==> config.mk <==
export PLATFORM = sky130hd
export DESIGN_NAME = deque_with_search_core
export DESIGN_NICKNAME = d
export VERILOG_FILES = /design/src/hw/rtl/dws_pkg.sv /design/src/hw/rtl/dws_cell.sv /design/src/hw/rtl/dws_reduce.sv /design/src/hw/rtl/deque_with_search_core.sv
export SDC_FILE = /design/constraint.sdc
export NUM_CORES = 2
export LEC_CHECK = 0
export BUFFER_PORTS_ARGS = -buffer_cell sky130_fd_sc_hd__buf_2
export CORE_ASPECT_RATIO = 1.25
export CORE_MARGIN = 8
export CORE_UTILIZATION = 29
export DETAILED_ROUTE_END_ITERATION = 12
export RECOVER_POWER = 50
export SLEW_MARGIN = 10
export SYNTH_ARGS = -nofsm -noshare
export SYNTH_HDL_FRONTEND = slang
export SYNTH_SLANG_ARGS = --single-unit
==> constraint.sdc <==
create_clock -name clk -period 4.16 [get_ports clk]
set_input_delay 0.416 -clock clk [delete_from_list [all_inputs] [get_ports clk]]
set_output_delay 0.416 -clock clk [all_outputs]
set_load 0.02 [all_outputs]
==> src/hw/rtl/dws_pkg.sv <==
// Shared types and codes for the double-ended queue with search.
// Used by the cells, the result collector, the top level and the checker.
`default_nettype none

package dws_pkg;

	localparam int DATA_W   = 32;
	localparam int KIND_W   = 3;
	localparam int STATUS_W = 3;
	localparam int FILL_W   = 5;
	localparam int GROUP_N  = 32;

	localparam logic [KIND_W-1:0] KIND_PUSH_FRONT = 3'd0;
	localparam logic [KIND_W-1:0] KIND_PUSH_BACK  = 3'd1;
	localparam logic [KIND_W-1:0] KIND_POP_FRONT  = 3'd2;
	localparam logic [KIND_W-1:0] KIND_POP_BACK   = 3'd3;
	localparam logic [KIND_W-1:0] KIND_SEARCH     = 3'd4;

	localparam logic [STATUS_W-1:0] ST_DONE      = 3'd0;
	localparam logic [STATUS_W-1:0] ST_EMPTY     = 3'd1;
	localparam logic [STATUS_W-1:0] ST_FULL      = 3'd2;
	localparam logic [STATUS_W-1:0] ST_FOUND     = 3'd3;
	localparam logic [STATUS_W-1:0] ST_NOT_FOUND = 3'd4;

	// Operation broadcast to every cell; flags are already qualified
	// by request acceptance and by full/empty.
	typedef struct packed {
		logic              push_front;
		logic              push_back;
		logic              pop_front;
		logic              pop_back;
		logic              search;
		logic [DATA_W-1:0] value;
	} ctrl_t;

endpackage

`default_nettype wire

==> src/hw/rtl/dws_cell.sv <==
// One storage cell of the queue: holds the entry at a fixed position from the front.
// Depends on dws_pkg (ctrl_t, DATA_W).
`default_nettype none

module dws_cell #(
	parameter int IDX = 0,
	parameter int CW  = 5
) (
	input  wire logic                      clk,
	input  wire dws_pkg::ctrl_t            ctrl,
	input  wire logic [CW-1:0]             count,
	input  wire logic [dws_pkg::DATA_W-1:0] prev_data,
	input  wire logic [dws_pkg::DATA_W-1:0] next_data,
	output logic      [dws_pkg::DATA_W-1:0] data_q,
	output logic      [dws_pkg::DATA_W-1:0] rd_s1,
	output logic                            hit_s1
);

	logic held;
	logic is_tail_slot;
	logic is_last;

	assign held         = CW'(IDX) < count;
	assign is_tail_slot = CW'(IDX) == count;
	assign is_last      = CW'(IDX + 1) == count;

	always_ff @(posedge clk) begin
		if (ctrl.push_front) begin
			data_q <= prev_data;
		end else if (ctrl.push_back && is_tail_slot) begin
			data_q <= ctrl.value;
		end else if (ctrl.pop_front) begin
			data_q <= next_data;
		end
	end

	// only one cell drives nonzero read data, so the collector can OR
	always_ff @(posedge clk) begin
		if ((ctrl.pop_front && IDX == 0) || (ctrl.pop_back && is_last)) begin
			rd_s1 <= data_q;
		end else begin
			rd_s1 <= '0;
		end
		hit_s1 <= ctrl.search && held && (data_q == ctrl.value);
	end

endmodule

`default_nettype wire

==> src/hw/rtl/dws_reduce.sv <==
// Two-level OR collector for the cell outputs: registered groups, then a final OR.
// Depends on dws_pkg (DATA_W, GROUP_N).
`default_nettype none

module dws_reduce #(
	parameter int N = 16
) (
	input  wire logic                                clk,
	input  wire logic [N-1:0]                        hit,
	input  wire logic [N-1:0][dws_pkg::DATA_W-1:0]   rd,
	output logic                                     any_hit,
	output logic      [dws_pkg::DATA_W-1:0]          any_data
);

	localparam int NG = (N + dws_pkg::GROUP_N - 1) / dws_pkg::GROUP_N;
	localparam int NP = NG * dws_pkg::GROUP_N;

	logic [NP-1:0]                       hit_pad;
	logic [NP-1:0][dws_pkg::DATA_W-1:0]  rd_pad;
	logic [NG-1:0]                       grp_hit_s2;
	logic [NG-1:0][dws_pkg::DATA_W-1:0]  grp_data_s2;

	assign hit_pad = NP'(hit);

	always_comb begin
		rd_pad = '0;
		rd_pad[N-1:0] = rd;
	end

	for (genvar g = 0; g < NG; g++) begin : g_grp
		logic [dws_pkg::DATA_W-1:0] grp_data;

		always_comb begin
			grp_data = '0;
			for (int j = 0; j < dws_pkg::GROUP_N; j++) begin
				grp_data = grp_data | rd_pad[g*dws_pkg::GROUP_N + j];
			end
		end

		always_ff @(posedge clk) begin
			grp_hit_s2[g]  <= |hit_pad[g*dws_pkg::GROUP_N +: dws_pkg::GROUP_N];
			grp_data_s2[g] <= grp_data;
		end
	end

	always_comb begin
		any_hit  = |grp_hit_s2;
		any_data = '0;
		for (int g = 0; g < NG; g++) begin
			any_data = any_data | grp_data_s2[g];
		end
	end

endmodule

`default_nettype wire

==> src/hw/rtl/deque_with_search_core.sv <==
// Bounded double-ended queue with search, built as a row of shifting cells.
// Depends on dws_pkg, dws_cell and dws_reduce.
// Result: an accepted request passes the cell read-out registers and the registered group
// OR that collect the popped value and the search hits, then shows its result with done high.
// busy covers both of those registers, so a new request is taken only once the last has left them.
// Reset: arst_n clears the count, the stage valid flags and done; cell contents are not cleared.
`default_nettype none

module deque_with_search_core #(
	parameter int CAPACITY = 16
) (
	input  wire logic                              clk,
	input  wire logic                              arst_n,
	input  wire logic                              start,
	output logic                                   busy,
	input  wire logic        [dws_pkg::KIND_W-1:0] kind,
	input  wire logic signed [dws_pkg::DATA_W-1:0] value,
	output logic                                   done,
	output logic             [dws_pkg::STATUS_W-1:0] status,
	output logic signed      [dws_pkg::DATA_W-1:0] popped_value,
	output logic             [dws_pkg::FILL_W-1:0] fill_count
);

	localparam int CW = $clog2(CAPACITY + 1);

	logic [CW-1:0] count_q;
	logic          full;
	logic          empty;
	logic          accept;

	dws_pkg::ctrl_t ctrl;
	logic [CW-1:0]  count_next;
	logic [dws_pkg::STATUS_W-1:0] status_next;

	logic                             valid_s1, valid_s2;
	logic                             search_s1, search_s2;
	logic [dws_pkg::STATUS_W-1:0]     status_s1, status_s2;
	logic [CW-1:0]                    count_s1, count_s2;

	logic [CAPACITY-1:0][dws_pkg::DATA_W-1:0] cell_data;
	logic [CAPACITY-1:0][dws_pkg::DATA_W-1:0] cell_rd;
	logic [CAPACITY-1:0]                      cell_hit;
	logic                                     any_hit;
	logic [dws_pkg::DATA_W-1:0]               any_data;

	assign full   = count_q == CW'(CAPACITY);
	assign empty  = count_q == '0;
	assign busy   = valid_s1 | valid_s2;
	assign accept = start && !busy;

	always_comb begin
		ctrl        = '0;
		ctrl.value  = value;
		count_next  = count_q;
		status_next = dws_pkg::ST_DONE;
		case (kind)
			dws_pkg::KIND_PUSH_FRONT: begin
				if (full) begin
					status_next = dws_pkg::ST_FULL;
				end else begin
					ctrl.push_front = accept;
					count_next      = count_q + 1'b1;
				end
			end
			dws_pkg::KIND_PUSH_BACK: begin
				if (full) begin
					status_next = dws_pkg::ST_FULL;
				end else begin
					ctrl.push_back = accept;
					count_next     = count_q + 1'b1;
				end
			end
			dws_pkg::KIND_POP_FRONT: begin
				if (empty) begin
					status_next = dws_pkg::ST_EMPTY;
				end else begin
					ctrl.pop_front = accept;
					count_next     = count_q - 1'b1;
				end
			end
			dws_pkg::KIND_POP_BACK: begin
				if (empty) begin
					status_next = dws_pkg::ST_EMPTY;
				end else begin
					ctrl.pop_back = accept;
					count_next    = count_q - 1'b1;
				end
			end
			dws_pkg::KIND_SEARCH: begin
				ctrl.search = accept;
			end
			default: begin
			end
		endcase
	end

	for (genvar i = 0; i < CAPACITY; i++) begin : g_cell
		logic [dws_pkg::DATA_W-1:0] prev_d;
		logic [dws_pkg::DATA_W-1:0] next_d;

		if (i == 0) begin : g_head
			assign prev_d = value;
		end else begin : g_mid_l
			assign prev_d = cell_data[i-1];
		end

		if (i == CAPACITY - 1) begin : g_tail
			assign next_d = cell_data[i];
		end else begin : g_mid_r
			assign next_d = cell_data[i+1];
		end

		dws_cell #(
			.IDX (i),
			.CW  (CW)
		) u_cell (
			.clk       (clk),
			.ctrl      (ctrl),
			.count     (count_q),
			.prev_data (prev_d),
			.next_data (next_d),
			.data_q    (cell_data[i]),
			.rd_s1     (cell_rd[i]),
			.hit_s1    (cell_hit[i])
		);
	end

	dws_reduce #(
		.N (CAPACITY)
	) u_reduce (
		.clk      (clk),
		.hit      (cell_hit),
		.rd       (cell_rd),
		.any_hit  (any_hit),
		.any_data (any_data)
	);

	always_ff @(posedge clk or negedge arst_n) begin
		if (!arst_n) begin
			count_q  <= '0;
			valid_s1 <= 1'b0;
			valid_s2 <= 1'b0;
			done     <= 1'b0;
		end else begin
			if (accept) begin
				count_q <= count_next;
			end
			valid_s1 <= accept;
			valid_s2 <= valid_s1;
			done     <= valid_s2;
		end
	end

	always_ff @(posedge clk) begin
		if (accept) begin
			search_s1 <= kind == dws_pkg::KIND_SEARCH;
			status_s1 <= status_next;
			count_s1  <= count_next;
		end
		search_s2 <= search_s1;
		status_s2 <= status_s1;
		count_s2  <= count_s1;
		if (valid_s2) begin
			if (search_s2) begin
				status <= any_hit ? dws_pkg::ST_FOUND : dws_pkg::ST_NOT_FOUND;
			end else begin
				status <= status_s2;
			end
			popped_value <= any_data;
			fill_count   <= dws_pkg::FILL_W'(count_s2);
		end
	end

endmodule

`default_nettype wire

* Word-level counts from Yosys, hierarchy flattened
Index checks and enable logic that the tools add are counted.
** Storage, ports and cells
- Flip-flop bits (word level) :: 1139
- Bits of input ports :: 38
- Output and inout bits :: 42
- Word-level logic and storage cells :: 284
** Operators by class
- Add/subtract/negate cells :: 2
- $lt $le $gt $ge :: 16
- Equal/unequal tests :: 37
- Muxes and demuxes :: 62
- Bitwise gates (word level) :: 16
- Reductions and logical operators :: 88
** Operators with widths (number)
- 2-to-1 mux 32 bit :: 47
- equality test 32 bit :: 16
- OR 32 bit :: 15
- logical AND 1 bit :: 65
- nonzero test 3 bit :: 15
- equality test 4 x 5 -> 1 bit, first input constant :: 8
- < comparator 4 x 5 -> 1 bit, first input constant :: 8
- equality test 3 x 5 -> 1 bit, first input constant :: 4
- < comparator 3 x 5 -> 1 bit, first input constant :: 4
- OR reduction 16 bit :: 1
- equality test 2 x 5 -> 1 bit, first input constant :: 2
- < comparator 1 x 5 -> 1 bit, first input constant :: 2
- < comparator 2 x 5 -> 1 bit, first input constant :: 2
- 2-to-1 mux 5 bit :: 2
- case mux 5 bit (2 select lines) :: 1
- 2-to-1 mux 1 bit :: 8
- equality test 3 x 2 -> 1 bit, second input constant :: 2
- 2-to-1 mux 3 bit :: 2
- case mux 3 bit (2 select lines) :: 1
- adder 5 x 1 -> 5 bit, second input constant :: 1
- equality test 1 x 5 -> 1 bit, first input constant :: 1
- equality test 5 bit, first input constant :: 1
- equality test 5 bit, second input constant :: 1
- logical NOT 5 bit :: 1
- 10 further kinds :: 11

* Depth between registers and ports, before layout
- Depth after elaboration :: 15
- Mapped depth :: 10
- Gate-level depth less buffers :: 6

* Cells and area by module
From an unflattened synthesis, not the netlist that was laid out.
** Second synthesis, totals
- Cells, all modules :: 4546
- Area total of the unflattened synthesis :: 50863.8 um2
** By module, submodules not included
- dws_cell (g_cell[11].u_cell) :: instances 1, cells an instance 258, area an instance 2967.8 um2
- dws_cell (g_cell[8].u_cell) :: instances 1, cells an instance 284, area an instance 2965.3 um2
- dws_cell (g_cell[0].u_cell) :: instances 1, cells an instance 290, area an instance 2964.1 um2
- dws_cell (g_cell[14].u_cell) :: instances 1, cells an instance 290, area an instance 2957.8 um2
- dws_cell (g_cell[1].u_cell) :: instances 1, cells an instance 256, area an instance 2927.8 um2
- dws_cell (g_cell[2].u_cell) :: instances 1, cells an instance 258, area an instance 2926.6 um2
- dws_cell (g_cell[15].u_cell) :: instances 1, cells an instance 256, area an instance 2925.3 um2
- dws_cell (g_cell[10].u_cell) :: instances 1, cells an instance 258, area an instance 2916.5 um2
- dws_cell (g_cell[12].u_cell) :: instances 1, cells an instance 257, area an instance 2914.0 um2
- dws_cell (g_cell[3].u_cell) :: instances 1, cells an instance 256, area an instance 2912.8 um2
- dws_cell (g_cell[9].u_cell) :: instances 1, cells an instance 257, area an instance 2912.8 um2
- dws_cell (g_cell[6].u_cell) :: instances 1, cells an instance 257, area an instance 2911.5 um2
- dws_cell (g_cell[7].u_cell) :: instances 1, cells an instance 256, area an instance 2911.5 um2
- dws_cell (g_cell[5].u_cell) :: instances 1, cells an instance 259, area an instance 2905.3 um2
- +4 rows

* Worst setup path after synthesis
No wires, ideal clock.
- Path type :: register to register
- Start point :: reg valid_s2
- End point :: reg g_cell[15].u_cell.data_q[0] (netlist name), enable pin
- Arrival time :: 3755 ps
- Required time :: 3728 ps
- Setup slack :: -27 ps
- Stages on the path, launching flop included :: 6
- Buffers on the path :: 1
- Cell sequence :: dfrtp_1 > or3b_2 > clkbuf_1 > inv_1 > nand3_1 > a21oi_1
** Between the ends
- Longest elaborated chain between the ends :: 7
** RTL lines
- from (decl) :: RTL line deque_with_search_core.sv:35 : logic valid_s1, valid_s2;
- from (signal assigned) :: RTL line deque_with_search_core.sv:149 : valid_s2 <= valid_s1;
- OR 1 bit (*) :: RTL line deque_with_search_core.sv:48 : assign busy = valid_s1 | valid_s2;
- logical NOT 1 bit (*) :: RTL line deque_with_search_core.sv:49 : assign accept = start && !busy;
- logical AND 1 bit (*) :: RTL line deque_with_search_core.sv:49
- net accept :: RTL line deque_with_search_core.sv:29 : logic accept;
- 2-to-1 mux 1 bit (*) :: RTL line deque_with_search_core.sv:58, deque_with_search_core.sv:66
- 2-to-1 mux 1 bit :: RTL line deque_with_search_core.sv:56 : case (kind)
- logical AND 1 bit :: RTL line dws_cell.sv:30 : end else if (ctrl.push_back && is_tail_slot) begin
- nonzero test 2 bit (no line) (*)
- to (signal assigned) :: RTL line dws_cell.sv:29 : data_q <= prev_data;
- to (signal assigned) :: RTL line dws_cell.sv:31 : data_q <= ctrl.value;
- to (signal assigned) :: RTL line dws_cell.sv:33 : data_q <= next_data;
- to (decl) :: RTL line dws_cell.sv:14 : output logic [dws_pkg::DATA_W-1:0] data_q,
The timed path passes the listed nets; every way through them passes the cells marked *.
A chain may end at the register's enable or synchronous reset.

* Final worst setup path
- Start point :: reg count_q[0]
- End point :: reg g_cell[14].u_cell.data_q[9] (netlist name), enable pin
** Between the ends
- Longest elaborated chain between the ends :: 5
** RTL lines
- from (decl) :: RTL line deque_with_search_core.sv:26 : logic [CW-1:0] count_q;
- from (signal assigned) :: RTL line deque_with_search_core.sv:146 : count_q <= count_next;
- equality test 5 bit :: RTL line deque_with_search_core.sv:46 : assign full = count_q == CW'(CAPACITY);
- 2-to-1 mux 1 bit :: RTL line deque_with_search_core.sv:58, deque_with_search_core.sv:66
- 2-to-1 mux 1 bit :: RTL line deque_with_search_core.sv:56
- logical AND 1 bit :: RTL line dws_cell.sv:30
- nonzero test 3 bit (no line) (*)
- to (signal assigned) :: RTL line dws_cell.sv:29
- to (signal assigned) :: RTL line dws_cell.sv:31
- to (signal assigned) :: RTL line dws_cell.sv:33
- to (decl) :: RTL line dws_cell.sv:14
Mark *: on every way between the ends. The rest lies on a longest branch, timed or not.

==> results.json <==
{
  "cts_made_buffers": 109,
  "cp.required_ns": 4.54,
  "path_class": "reg2reg",
  "synth_adder_area_share": 0.00126,
  "hold_ws_ns": 0.171,
  "hold_viol_final": 0,
  "hold_class": "in2async",
  "clock_skew_ns": 0.0453,
  "finalSetupViolCount": 0,
  "fin_total_pwr_w": 0.0257,
  "synth_common_cells": "nand2_1, dfxtp_1, edfxtp_1",
  "ys_warn_count": 0,
  "total_leakage_power_nw": 20.6,
  "status": "finished with violations",
  "yosys.area.top_type": "edfxtp_1",
  "drc": 0,
  "grt_pass1_vias": 37500,
  "initial_core_util": 0.292,
  "yosys.area_share.simple": 0.224,
  "drive_above_1_share": 0.0983,
  "yosys.area.top_type_share": 0.340,
  "cts_resized": 0,
  "seq_area_frac_synth": 0.574,
  "io_buffer_count": 79,
  "grt_pass1_wl_mm": 290,
  "synth_cell_types": 55,
  "synth_most_common_cell": "nand2_1",
  "antenna_found_initial": 26,
  "tns_ns": 0,
  "synth_top_family_by_area": "simple AND/OR/NAND/NOR gates",
  "fmax_mhz": 266,
  "routed-via-count": 38600,
  "synthArstFlopShare": 0.00704,
  "htreeDepth": 3,
  "violations": "capacitance limit, slew limit",
  "die_x_um": 386,
  "area_growth_pct": 14.0,
  "rows": 169,
  "critPathMaxFanout": 26,
  "clock_sinks": 1137,
  "grt_setup_unrepaired": "false",
  "synth_flop_cell": "dfxtp_1",
  "dp_hpwl_mm": 152,
  "post_synth_inst_count": 4691,
  "nets": 4719,
  "n_fill_cell": 17200,
  "dieArea_sq_um": 184000,
  "io_pins": 80,
  "fin_crit_sh": 0.904,
  "die_y_um": 478,
  "gr-usage-all-layers": 0.218,
  "fin_cells": 7004,
  "place_congestion": 0.992,
  "cts_buffer_depth": 3,
  "peakVddDrop_mv": 0.372,
  "cp-end-kind": "flip-flop",
  "synth_edf_count": 560,
  "cts_tree": "done",
  "yosys_register_bits": 1137,
  "numPlacedInstances": 6787,
  "clockRootBuffer": "clkbuf_16",
  "power.density_nw_per_um2": 456,
  "worst_slew_pin_slew_ns": 2.02,
  "cap_violations": 7,
  "min_period_ns": 3.76,
  "synth_fp_nets": 4734,
  "ctsHoldBuffers": 1,
  "critPathLaunchType": "flip-flop",
  "synth_area_leaders": "edfxtp_1, dfxtp_1, xor2_1",
  "fp.coreArea_sq_um": 170000,
  "synth-compound-area-share": 0.0505,
  "worstPathArrival_ns": 4.14,
  "post_drt_wl_per_cell_um": 29.8,
  "clk_pin_slew_ns": 0.07,
  "synthXorXnorAreaFrac": 0.0913,
  "postCtsSetupBuffers": 0,
  "vias_per_cell": 5.51,
  "grt-ovfl-total": 0,
  "slew_headroom": -0.361,
  "dr.pass1.iters": 9,
  "grt_max_degree": 75,
  "routed_wl_mm": 209,
  "synth_area_per_cell_sq_um": 10.6,
  "ant_nets": 0,
  "netlist_area_sq_um": 49500,
  "drv_slew": 90,
  "drt_first_iter_violations": 5439,
  "clock_latency_ns": 0.75,
  "muxShareOfSynthArea": 0.0276
}
[per-layer routing]
layer / wire length (um) / GRT usage / part of all wire
met5: 130 / 0 / 0.00062
met1: 76800 / 0.266 / 0.37
met2: 94500 / 0.350 / 0.45
met4: 17700 / 0.146 / 0.085
met3: 19800 / 0.0433 / 0.095
[stage by stage]
| step | util | setup slack [ns] | area (sq um) |
|---|---|---|---|
| floorplan | - | 0.0678 | 49500 |
| global placement | 0.312 | 0.863 | 52900 |
| detailed placement | 0.312 | 0.852 | 52900 |
| CTS | 0.334 | 0.841 | 56700 |
| global route | 0.333 | 0.341 | 56400 |
| finish | 0.333 | 0.400 | 56400 |
[critical path, stage by stage, from the launching register on]
cell and delay [ns]:
dfrtp_1 0.37, inv_1 0.08, buf_4 0.20, ha_1 0.36
nand3b_1 0.44, nor3_4 0.33, clkbuf_2 0.97, nand2b_2 0.30
buf_4 0.34
[where the power goes]
| part | internal [W] | switching [W] | total, W |
|---|---|---|---|
| combinational | 0.000721 | 0.00199 | 0.00271 |
| clock | 0.00586 | 0.00465 | 0.0105 |
| sequential | 0.0121 | 0.000373 | 0.0125 |
[logic make-up (layout without fill, tap and decap cells)]
logic type / count (synthesis) / after routing
multiplexers: 132 / 132
other: 0 / 8
adder cells (fa/ha/maj): 5 / 5
buffers and inverters: 379 / 461
XOR/XNOR: 516 / 516
AO/OA/AOI/OAI: 382 / 382
AND/OR/NAND/NOR: 2140 / 2140
flip-flops: 1137 / 1137
[sequential cells by signal, indices dropped and copies added, names as in the netlist, 2 cells and up]
signal and count:
popped_value 32, g_cell.u_cell.data_q 512, g_cell.u_cell.rd_s1 512, status 3, g_cell.u_cell.hit_s1 16, count_s2 5, count_s1 5, count_q 5
fill_count 5, status_s2 2, u_reduce.any_data 32, status_s1 2
[final cells by class]
class                      instances  area, sq um  share of cell area
sequential                      1137        28400               0.503
inverter                           9         33.8            0.000599
multi-input combinational       3175        19700               0.349
antenna                            8         20.0            0.000355
clock inverter                    61          573              0.0102
timing repair buffer             244         1730              0.0307
tap                             2223         2780              0.0493
clock buffer                     147         3190              0.0565
[final timing paths]
check	startpoint	end	slack [ns]	depth (start not counted)
min	arst_n	done	0.17	2
min in group clk	value[18]	g_cell[1].u_cell.data_q[18]	0.21	3
min reg2reg	count_s1[0]	count_s2[0]	0.34	0
max	count_q[0]	g_cell[14].u_cell.data_q[9]	0.40	8
max reg2reg	count_q[0]	g_cell[14].u_cell.data_q[9]	0.40	8
max in group asynchronous	arst_n	valid_s2	3.62	2
[cells in the final DEF (no fill, tap or decap), types with 96 or more instances in the layout]
cell type	n
nand2_1	612
dfxtp_1	569
edfxtp_1	560
nand3_1	452
xor2_1	420
and2_1	333
nor4_1	234
o211ai_1	217
a21oi_1	142
nor2_1	129
clkbuf_16	117
buf_4	116
and3_1	105
mux2i_1	97
xnor2_1	96
(Power assumes the default switching activity.)
